[src/design/iokv_pkg.sv]
// Shared types and constants for the insertion-ordered key-value table.
package iokv_pkg;

  localparam int CAPACITY = 16;
  localparam int IDX_W    = $clog2(CAPACITY);
  localparam int RANK_W   = $clog2(CAPACITY);
  localparam int COUNT_W  = $clog2(CAPACITY + 1);
  localparam int KEY_W    = 32;
  localparam int VAL_W    = 32;
  localparam int REQ_W    = 3;
  localparam int POS_W    = 4;
  localparam int STAT_W   = 3;
  localparam int ECNT_W   = 5;

  typedef enum logic [REQ_W-1:0] {
    REQ_INSERT = 3'd0,
    REQ_ERASE  = 3'd1,
    REQ_POP    = 3'd2,
    REQ_LOOKUP = 3'd3,
    REQ_CLEAR  = 3'd4,
    REQ_READ   = 3'd5
  } req_t;

  typedef enum logic [STAT_W-1:0] {
    STAT_INSERTED  = 3'd0,
    STAT_UPDATED   = 3'd1,
    STAT_REMOVED   = 3'd2,
    STAT_FOUND     = 3'd3,
    STAT_NOT_FOUND = 3'd4,
    STAT_EMPTY     = 3'd5,
    STAT_FULL      = 3'd6
  } status_t;

  typedef enum logic [1:0] {
    S_IDLE,
    S_SCAN,
    S_APPLY
  } state_t;

  // Sequencer controls for the slot store
  typedef struct packed {
    logic             load;   // latch the request word
    logic             scan;   // compare slot idx this cycle
    logic             apply;  // write back and issue the result
    logic [IDX_W-1:0] idx;
  } ctl_t;

endpackage

[src/design/insertion_ordered_key_value_table_unit.sv]
// Top level of the insertion-ordered key-value table.
// done rises once every slot has been scanned and the writeback state has run.
// Requests do not overlap: a new start is taken only when idle, as early as the cycle done is high.
// The scan steps one slot per cycle through a single shared comparator.
// Synchronous reset empties the table and returns the sequencer to idle.
// The receiver cannot stall: each result shows for one cycle under done.
module insertion_ordered_key_value_table_unit (
  input  logic                                clk,
  input  logic                                rst,
  input  logic                                start,
  input  logic        [iokv_pkg::REQ_W-1:0]   req_type,
  input  logic signed [iokv_pkg::KEY_W-1:0]   key,
  input  logic signed [iokv_pkg::VAL_W-1:0]   value,
  input  logic        [iokv_pkg::POS_W-1:0]   position,
  output logic                                busy,
  output logic                                done,
  output logic        [iokv_pkg::STAT_W-1:0]  status,
  output logic signed [iokv_pkg::KEY_W-1:0]   out_key,
  output logic signed [iokv_pkg::VAL_W-1:0]   out_value,
  output logic        [iokv_pkg::ECNT_W-1:0]  entry_count
);

  iokv_pkg::ctl_t                 ctl;
  logic [iokv_pkg::KEY_W-1:0]     key_u;
  logic [iokv_pkg::VAL_W-1:0]     val_u;
  logic [iokv_pkg::KEY_W-1:0]     okey_u;
  logic [iokv_pkg::VAL_W-1:0]     oval_u;
  logic [iokv_pkg::COUNT_W-1:0]   count;

  assign key_u       = key;
  assign val_u       = value;
  assign out_key     = okey_u;
  assign out_value   = oval_u;
  assign entry_count = iokv_pkg::ECNT_W'(count);

  iokv_ctrl u_ctrl (
    .clk   (clk),
    .rst   (rst),
    .start (start),
    .busy  (busy),
    .ctl   (ctl)
  );

  iokv_store u_store (
    .clk       (clk),
    .rst       (rst),
    .ctl       (ctl),
    .req_type  (req_type),
    .key       (key_u),
    .value     (val_u),
    .position  (position),
    .done      (done),
    .status    (status),
    .out_key   (okey_u),
    .out_value (oval_u),
    .count     (count)
  );

endmodule

[src/design/iokv_ctrl.sv]
// Sequencer: walks the slot index for the scan, then enters the writeback state.
module iokv_ctrl (
  input  logic                 clk,
  input  logic                 rst,
  input  logic                 start,
  output logic                 busy,
  output iokv_pkg::ctl_t       ctl
);

  iokv_pkg::state_t            state;
  iokv_pkg::state_t            state_next;
  logic [iokv_pkg::IDX_W-1:0]  cnt;
  logic                        last;

  assign last = (cnt == iokv_pkg::IDX_W'(iokv_pkg::CAPACITY - 1));

  // Next state
  always_comb begin
    state_next = state;
    case (state)
      iokv_pkg::S_IDLE:  if (start) state_next = iokv_pkg::S_SCAN;
      iokv_pkg::S_SCAN:  if (last) state_next = iokv_pkg::S_APPLY;
      iokv_pkg::S_APPLY: state_next = iokv_pkg::S_IDLE;
      default:           state_next = iokv_pkg::S_IDLE;
    endcase
  end

  // Outputs
  always_comb begin
    busy      = 1'b1;
    ctl.load  = 1'b0;
    ctl.scan  = 1'b0;
    ctl.apply = 1'b0;
    ctl.idx   = cnt;
    case (state)
      iokv_pkg::S_IDLE: begin
        busy     = 1'b0;
        ctl.load = start;
      end
      iokv_pkg::S_SCAN:  ctl.scan = 1'b1;
      iokv_pkg::S_APPLY: ctl.apply = 1'b1;
      default:           busy = 1'b1;
    endcase
  end

  always_ff @(posedge clk) begin
    if (rst) begin
      state <= iokv_pkg::S_IDLE;
      cnt   <= '0;
    end else begin
      state <= state_next;
      if (state == iokv_pkg::S_SCAN) begin
        cnt <= cnt + 1'b1;
      end else begin
        cnt <= '0;
      end
    end
  end

endmodule

[src/design/iokv_store.sv]
// Slot storage, shared scan comparator and per-request writeback.
module iokv_store (
  input  logic                         clk,
  input  logic                         rst,
  input  iokv_pkg::ctl_t               ctl,
  input  logic [iokv_pkg::REQ_W-1:0]   req_type,
  input  logic [iokv_pkg::KEY_W-1:0]   key,
  input  logic [iokv_pkg::VAL_W-1:0]   value,
  input  logic [iokv_pkg::POS_W-1:0]   position,
  output logic                         done,
  output logic [iokv_pkg::STAT_W-1:0]  status,
  output logic [iokv_pkg::KEY_W-1:0]   out_key,
  output logic [iokv_pkg::VAL_W-1:0]   out_value,
  output logic [iokv_pkg::COUNT_W-1:0] count
);

  localparam int N = iokv_pkg::CAPACITY;

  // Slot state
  logic [N-1:0]                 slot_valid;
  logic [iokv_pkg::KEY_W-1:0]   slot_key   [N];
  logic [iokv_pkg::VAL_W-1:0]   slot_value [N];
  logic [iokv_pkg::RANK_W-1:0]  slot_rank  [N];

  // Latched request word
  logic [iokv_pkg::REQ_W-1:0]   req_r;
  logic [iokv_pkg::KEY_W-1:0]   key_r;
  logic [iokv_pkg::VAL_W-1:0]   val_r;
  logic [iokv_pkg::POS_W-1:0]   pos_r;

  // Scan results
  logic                         hit;
  logic [iokv_pkg::IDX_W-1:0]   hit_idx;
  logic [iokv_pkg::RANK_W-1:0]  hit_rank;
  logic                         free_ok;
  logic [iokv_pkg::IDX_W-1:0]   free_idx;

  // Shared comparator operands
  logic                         by_key;
  logic [iokv_pkg::RANK_W-1:0]  target_rank;
  logic [iokv_pkg::KEY_W-1:0]   cmp_a;
  logic [iokv_pkg::KEY_W-1:0]   cmp_b;
  logic                         match;

  assign by_key = req_r inside {iokv_pkg::REQ_INSERT, iokv_pkg::REQ_ERASE,
                                iokv_pkg::REQ_LOOKUP};
  assign target_rank = (req_r == iokv_pkg::REQ_READ) ? iokv_pkg::RANK_W'(pos_r) : '0;

  always_comb begin
    if (by_key) begin
      cmp_a = slot_key[ctl.idx];
      cmp_b = key_r;
    end else begin
      cmp_a = iokv_pkg::KEY_W'(slot_rank[ctl.idx]);
      cmp_b = iokv_pkg::KEY_W'(target_rank);
    end
  end

  assign match = slot_valid[ctl.idx] && (cmp_a == cmp_b);

  // Request latch and scan capture
  always_ff @(posedge clk) begin
    if (ctl.load) begin
      req_r   <= req_type;
      key_r   <= key;
      val_r   <= value;
      pos_r   <= position;
      hit     <= 1'b0;
      free_ok <= 1'b0;
    end else if (ctl.scan) begin
      if (match && !hit) begin
        hit      <= 1'b1;
        hit_idx  <= ctl.idx;
        hit_rank <= slot_rank[ctl.idx];
      end
      if (!slot_valid[ctl.idx] && !free_ok) begin
        free_ok  <= 1'b1;
        free_idx <= ctl.idx;
      end
    end
  end

  // Writeback and result
  always_ff @(posedge clk) begin
    if (rst) begin
      slot_valid <= '0;
      count      <= '0;
      done       <= 1'b0;
    end else begin
      done <= ctl.apply;
      if (ctl.apply) begin
        case (req_r)
          iokv_pkg::REQ_INSERT: begin
            out_key   <= '0;
            out_value <= '0;
            if (hit) begin
              slot_value[hit_idx] <= val_r;
              for (int i = 0; i < N; i++) begin
                if (iokv_pkg::IDX_W'(i) == hit_idx) begin
                  slot_rank[i] <= iokv_pkg::RANK_W'(count - 1'b1);
                end else if (slot_valid[i] && slot_rank[i] > hit_rank) begin
                  slot_rank[i] <= slot_rank[i] - 1'b1;
                end
              end
              status <= iokv_pkg::STAT_UPDATED;
            end else if (count >= iokv_pkg::COUNT_W'(N) || !free_ok) begin
              status <= iokv_pkg::STAT_FULL;
            end else begin
              slot_valid[free_idx] <= 1'b1;
              slot_key[free_idx]   <= key_r;
              slot_value[free_idx] <= val_r;
              slot_rank[free_idx]  <= iokv_pkg::RANK_W'(count);
              count                <= count + 1'b1;
              status               <= iokv_pkg::STAT_INSERTED;
            end
          end
          iokv_pkg::REQ_ERASE, iokv_pkg::REQ_POP: begin
            if (hit && count != '0) begin
              out_key              <= slot_key[hit_idx];
              out_value            <= slot_value[hit_idx];
              slot_valid[hit_idx]  <= 1'b0;
              for (int i = 0; i < N; i++) begin
                if (slot_valid[i] && slot_rank[i] > hit_rank) begin
                  slot_rank[i] <= slot_rank[i] - 1'b1;
                end
              end
              count  <= count - 1'b1;
              status <= iokv_pkg::STAT_REMOVED;
            end else begin
              out_key   <= '0;
              out_value <= '0;
              status    <= (req_r == iokv_pkg::REQ_POP) ? iokv_pkg::STAT_EMPTY
                                                        : iokv_pkg::STAT_NOT_FOUND;
            end
          end
          iokv_pkg::REQ_LOOKUP: begin
            if (hit) begin
              out_key   <= slot_key[hit_idx];
              out_value <= slot_value[hit_idx];
              status    <= iokv_pkg::STAT_FOUND;
            end else begin
              out_key   <= '0;
              out_value <= '0;
              status    <= iokv_pkg::STAT_NOT_FOUND;
            end
          end
          iokv_pkg::REQ_CLEAR: begin
            slot_valid <= '0;
            count      <= '0;
            out_key    <= '0;
            out_value  <= '0;
            status     <= iokv_pkg::STAT_REMOVED;
          end
          iokv_pkg::REQ_READ: begin
            if (hit && iokv_pkg::COUNT_W'(pos_r) < count) begin
              out_key   <= slot_key[hit_idx];
              out_value <= slot_value[hit_idx];
              status    <= iokv_pkg::STAT_FOUND;
            end else begin
              out_key   <= '0;
              out_value <= '0;
              status    <= iokv_pkg::STAT_NOT_FOUND;
            end
          end
          default: begin
            out_key   <= '0;
            out_value <= '0;
            status    <= iokv_pkg::STAT_NOT_FOUND;
          end
        endcase
      end
    end
  end

endmodule

[config.mk]
export PLATFORM = sky130hd
export DESIGN_NAME = insertion_ordered_key_value_table_unit
export DESIGN_NICKNAME = d
export VERILOG_FILES = /design/src/design/iokv_pkg.sv /design/src/design/insertion_ordered_key_value_table_unit.sv /design/src/design/iokv_ctrl.sv /design/src/design/iokv_store.sv
export SDC_FILE = /design/constraint.sdc
export NUM_CORES = 2
export LEC_CHECK = 0
export BUFFER_PORTS_ARGS = -buffer_cell sky130_fd_sc_hd__buf_2
export CAP_MARGIN = 30
export CORE_ASPECT_RATIO = 0.6
export CORE_MARGIN = 2
export CORE_UTILIZATION = 50
export CTS_BUF_LIST = sky130_fd_sc_hd__clkbuf_8
export CTS_CLUSTER_DIAMETER = 120
export CTS_CLUSTER_SIZE = 20
export DETAILED_ROUTE_END_ITERATION = 7
export PLACE_DENSITY = 0.66
export SETUP_SLACK_MARGIN = 0.2
export SYNTH_ARGS = -nofsm -noshare
export SYNTH_HDL_FRONTEND = slang
export SYNTH_HIERARCHICAL = 1
export SYNTH_SLANG_ARGS = --single-unit
export TNS_END_PERCENT = 5
[constraint.sdc]
create_clock -name clk -period 14.38 [get_ports clk]
set_input_delay 1.438 -clock clk [delete_from_list [all_inputs] [get_ports clk]]
set_output_delay 1.438 -clock clk [all_outputs]
set_load 0.1 [all_outputs]
### Word-level counts from Yosys, hierarchy flattened

Memory sizes are Yosys's and may differ from the RTL's. A register that Yosys moved wholly into a read port is not among the register bits.
Index checks and enable logic that the tools add are counted.

| word-level totals | value |
|---|---|
| output and inout port bits | 74 |
| memories kept | 3 |
| bits of input ports | 74 |
| RAM bits | 1088 |
| word-level logic and storage cells | 553 |
| flip-flop bits (word level) | 180 |

| cells by class | value |
|---|---|
| bitwise logic cells | 38 |
| order comparisons | 23 |
| eq/ne operators | 29 |
| reductions and logical operators | 44 |
| multiplexer cells | 380 |
| $add $sub $neg | 19 |

Memory list:

| name | depth | bits a word | rd ports | clocked after Yosys merged registers in | wr ports | line | source |
|---|---|---|---|---|---|---|---|
| u_store.slot_key | 16 | 32 | 2 | 2 | 1 | iokv_store.sv:21 | `logic [iokv_pkg::KEY_W-1:0] slot_key [N];` |
| u_store.slot_value | 16 | 32 | 1 | 1 | 1 | iokv_store.sv:22 | `logic [iokv_pkg::VAL_W-1:0] slot_value [N];` |
| u_store.slot_rank | 16 | 4 | 17 | 1 | 16 | iokv_store.sv:23 | `logic [iokv_pkg::RANK_W-1:0] slot_rank [N];` |

Operator list:

| cell | count |
|---|---|
| $mux W1 | 309 |
| $mux W32 | 9 |
| $pmux W32 S3 | 2 |
| $mux W4 | 40 |
| $gt A4 B4 Y1 | 16 |
| $sub A4 B1 Y4 const B | 16 |
| $mux W16 | 3 |
| $pmux W16 S3 | 1 |
| $eq A32 B32 Y1 | 1 |
| $eq A4 B4 Y1 const A | 8 |
| $or A1 B1 Y1 | 32 |
| $reduce_or A32 Y1 | 1 |
| $logic_and A1 B1 Y1 | 23 |
| $and A16 B16 Y16 | 1 |
| $eq A3 B4 Y1 const A | 4 |
| $not A16 Y16 | 1 |
| $or A16 B16 Y16 | 1 |
| $lt A4 B5 Y1 const B | 3 |
| $mux W3 | 5 |
| $mux W5 | 3 |
| $pmux W3 S5 | 1 |
| $pmux W5 S3 | 1 |
| $demux W1 S4 | 2 |
| $eq A2 B4 Y1 const A | 2 |
| other kinds (31) | 48 |

### Longest topological paths before layout

An unclocked memory read counts as a cell.

| depth | value |
|---|---|
| depth in word-level cells | 13 |
| gate-level depth with buffers | 15 |
| gate-level depth less buffers | 11 |

### Modules after synthesis

The synthesis kept the hierarchy.

By module, submodules not included:

| module | instances | area each (µm²) | cells each | sequential area each (µm²) |
|---|---|---|---|---|
| iokv_store | 1 | 56718.1 | 3078 | 37736.2 |
| iokv_ctrl | 1 | 257.7 | 27 | 120.1 |

### Worst setup path before layout

No wires, ideal clock.

| path | value |
|---|---|
| kind | in2reg |
| from | in rst |
| to | mem u_store/slot_rank[0][1] (netlist bit), data pin |
| slack | 5.821 ns |
| buffers on the path | 0 |
| setup time | 0.259 ns |
| stages on the path | 6 |
| data required time | 14.121 ns |
| arrival | 8.301 ns |
| cell sequence | nor2b_1 and3_1 nand2_1 nor3_1 a31oi_1 a22o_1 |

RTL lines:

| element | line | source |
|---|---|---|
| start, declared | insertion_ordered_key_value_table_unit.sv:9 | `input logic rst,` |
| end, declared | iokv_store.sv:23 |  |

==> qor.csv <==
stage,metric,value,unit
status,outcome,finished clean,
timing,worst setup margin,8900,ps
final_layout,final net count,3402,
global_route,remaining global-route overflow,0,
power_and_ir_drop,Net Switching,1.24,mW
routing,drt drc,0,
global_route,largest net degree at the start of global routing,165,
synthesis,ys async rst share,0,
die,area of the core,0.112,mm²
timing,Fmax,182,MHz
place,DP Worst Slack,9150,ps
timing,Final Skew,65.8,ps
routing,initial DRC count,4904,
clock_tree,postcts setup bufs,0,
power_and_ir_drop,register share of total power,0.705,
place,GP Congestion,0.975,
die,die height,265,µm
global_route,initial antenna violation count,2,
synthesis,Syn Inst Count,3105,
global_route,vias in the first global route,31100,
clock_tree,Clock transition at path regs,140,ps
power_and_ir_drop,total power,5.84,mW
timing,Least-Margin Pin Slew,1160,ps
global_route,GRT Util Overall,0.263,
power_and_ir_drop,LEAKAGE,18.9,nW
place,IO Port Bufs,147,
timing,final hold vios,0,
place,placed cells,4666,
die,Starting Density,0.507,
synthesis,Synth Cell Area,0.0570,mm²
worst_setup_path,worst r2r src,u_store/hit_rank[1],
die,row cnt,95,
synthesis,Post-synth EDFFs,1238,
synthesis,sequential fraction of the synthesis area,0.664,
clock_tree,CTS root buffer,clkbuf_8,
die,Ports,148,
worst_setup_path,Setup CP Type,register to register,
final_layout,layout cell share with drive strength beyond 1,0.252,
synthesis,"Primary FF master, synth",edfxtp_1,
final_layout,area delta synth->final,7.10,%
timing,RSZ-0062 raised after global routing,no,
clock_tree,CTS tree,yes,
final_layout,final std cells w/o fill,4770,
synthesis,Synth cell types,74,
worst_hold_path,Worst Hold Endpoint,u_ctrl/state[0],
timing,setup TNS,0,ps
final_layout,post-route cell area,0.0610,mm²
power_and_ir_drop,worst vdd ir,62.7,µV
power_and_ir_drop,combinational share of power,0.020,
clock_tree,Clock Latency Late Sink,850,ps
timing,Max-slew headroom,0.209,
clock_tree,clk sinks,1272,
die,Die X,440,µm
power_and_ir_drop,pwr/cell area,95.8,mW/mm²
timing,Hold Slack,541,ps
final_layout,fill count,8648,
timing,Tcrit/Tclk final,0.381,
synthesis,post-synthesis register bit count,1272,
power_and_ir_drop,power share of the clock group,0.274,
final_layout,Post-Route Utilization,0.543,
synthesis,YS warnings,6,
die,DIE AREA,0.117,mm²
place,Placed Area,0.0598,mm²
routing,wire length per cell,32.3,µm
global_route,wire length of the first global-routing pass,221000,µm
worst_setup_path,Worst EP required,14860,ps
routing,number of routed nets with antenna violations,0,
worst_hold_path,Worst Hold Depth,1,
clock_tree,Post-CTS Resized,0,
worst_setup_path,CP arrival,5970,ps
timing,Slew Limit Fails,0,
worst_hold_path,hold_sp,u_ctrl/state[1],
timing,number of setup violations in the final report,0,
power_and_ir_drop,Pint,4.60,mW
clock_tree,CTS Buf Count,73,
clock_tree,Max Root-Sink Buffers,3,
routing,final wirelength,154000,µm
synthesis,Mean Syn Cell Area,18.3,µm²
worst_setup_path,critical path launch point type,register,
worst_setup_path,reg2reg end,u_store/slot_rank[4][3],
routing,routed via count,31700,
routing,Vias per Instance,6.65,
worst_setup_path,CP Capture Type,register,
place,DP HPWL,96600,µm
clock_tree,CTS H-tree depth,3,
worst_setup_path,worst setup path start,u_store/hit_rank[1],
clock_tree,hold-fix buffers at CTS,0,
worst_setup_path,CP Max Fanout,12,
worst_setup_path,R2R cell count,12,
run,maxcap violations,0,
timing,min cycle time layout,5480,ps
worst_hold_path,worst min-delay path category,register to register,
worst_setup_path,flop2flop setup slack,8900,ps
power_and_ir_drop,switch share,0.213,
synthesis,Mapped Nets,3266,
routing,drt pass-1 iters,6,
==> worst max path at each step <==
| stage | cells past startpoint | end |
|---|---|---|
| after floorplan | 6 | u_store/slot_rank[0][1] |
| after global placement | 6 | u_store/slot_value[8][13] |
| after detailed placement | 10 | register |
| after CTS | 10 | register |
| after global routing | 11 | register |
| final | 12 | u_store/slot_rank[4][3] |
==> area by class of cell <==
type | instances | area [µm²] | share of cell area
Sequential cell | 1272 | 37900 | 0.621
Antenna cell | 3 | 7.51 | 0.000123
Timing Repair Buffer | 235 | 1650 | 0.0270
Clock inverter | 24 | 140 | 0.00230
Multi-Input combinational cell | 1586 | 18200 | 0.298
Clock buffer | 74 | 1020 | 0.0167
Inverter | 73 | 274 | 0.00449
Tap cell | 1503 | 1880 | 0.0308
==> synthesized netlist by cell type, types with 18 or more instances <==
library cell  number  share of area
o221ai_1          23         0.0035
nor3_1            40         0.0035
a21oi_1           83         0.0073
nor2_1           134         0.0088
mux4_2           415           0.16
mux2_2            33         0.0065
mux2i_1           91          0.016
xnor2_1           68          0.010
ha_1              87          0.019
inv_1             70         0.0046
a32oi_1           18         0.0028
mux4_1            19         0.0088
edfxtp_1        1238           0.65
a22oi_1           22         0.0029
buf_1             23         0.0015
nor2b_1          103          0.011
o21ai_0           74         0.0065
nand2_1           95         0.0063
buf_2             19         0.0017
xor2_1            44         0.0068
o22ai_1           29         0.0032
a211oi_1          18         0.0024
dfxtp_1           34          0.012
clkbuf_1          96         0.0063
o21a_1            21         0.0028
buf_6             18         0.0036
==> worst max-delay path, cell delays in order (launching register included) <==
cell,delay (ps)
edfxtp_1,390
inv_1,380
buf_4,340
ha_1,280
nor2b_1,130
o21a_1,150
o21ai_0,150
a21oi_1,280
nor4_1,850
nand4_1,580
buf_4,400
a21oi_1,690
o21ai_0,480
==> cell families (layout without fill, tap and decap cells) <==
kind of cell	after synthesis	count (layout)	share of synthesized area
DFF	1272	1272	0.664
muxes	562	562	0.196
and+or+nand+nor	463	463	0.0402
AOI/OAI and AO/OA	362	362	0.0419
buffers and inverters	247	406	0.0208
xor gates and xnor gates	112	112	0.0172
adders and majority gates	87	87	0.0191
other	0	3	0
==> power groups by stage <==
stage	clock network (mW)	registers, mW	logic, mW
finish	1.60	4.12	0.118
global route	1.76	4.13	0.126
CTS	1.64	4.12	0.116
detailed placement	0	4.21	0.115
global placement	0	4.20	0.114
floorplan	0	4.18	0.0780
==> cells in the final DEF, fill, tap and decap left out, types with 6 or more instances in the layout <==
master,instances
a2111oi_0,7
a211oi_1,18
a21oi_1,83
a221oi_1,9
a22oi_1,22
a31oi_1,9
a32oi_1,18
and2_1,6
and3_1,6
buf_12,12
buf_2,148
buf_4,68
clkbuf_8,74
dfxtp_1,26
dfxtp_4,7
edfxtp_1,1238
ha_1,87
inv_1,80
inv_2,8
mux2_2,33
mux2i_1,91
mux4_1,19
mux4_2,415
nand2_1,95
nand2b_1,11
nand3_1,17
nand4_1,17
nor2_1,109
nor2_4,25
nor2b_1,102
nor3_1,38
nor4_1,8
o211ai_1,12
o21a_1,21
o21ai_0,74
o221ai_1,23
o22ai_1,29
o31a_1,6
xnor2_1,67
xor2_1,44
==> flip-flops by register name, summed over array words and instances, names as in the netlist, 4 cells and up, named ones only <==
signal	cells
u_store/val_r	32
u_store/count	5
u_store/out_value	32
u_store/free_idx	4
u_ctrl/cnt	4
u_store/slot_valid	16
u_store/out_key	32
u_store/key_r	32
u_store/hit_rank	4
u_store/slot_rank	64
u_store/slot_value	512
u_store/hit_idx	4
u_store/slot_key	512
u_store/pos_r	4
==> layer usage <==
metal	GRT usage	share of wire
met1	0.415	0.43
met5	0	0
met3	0.0767	0.12
met4	0.0491	0.018
met2	0.366	0.43
(Power assumes the default switching activity.)
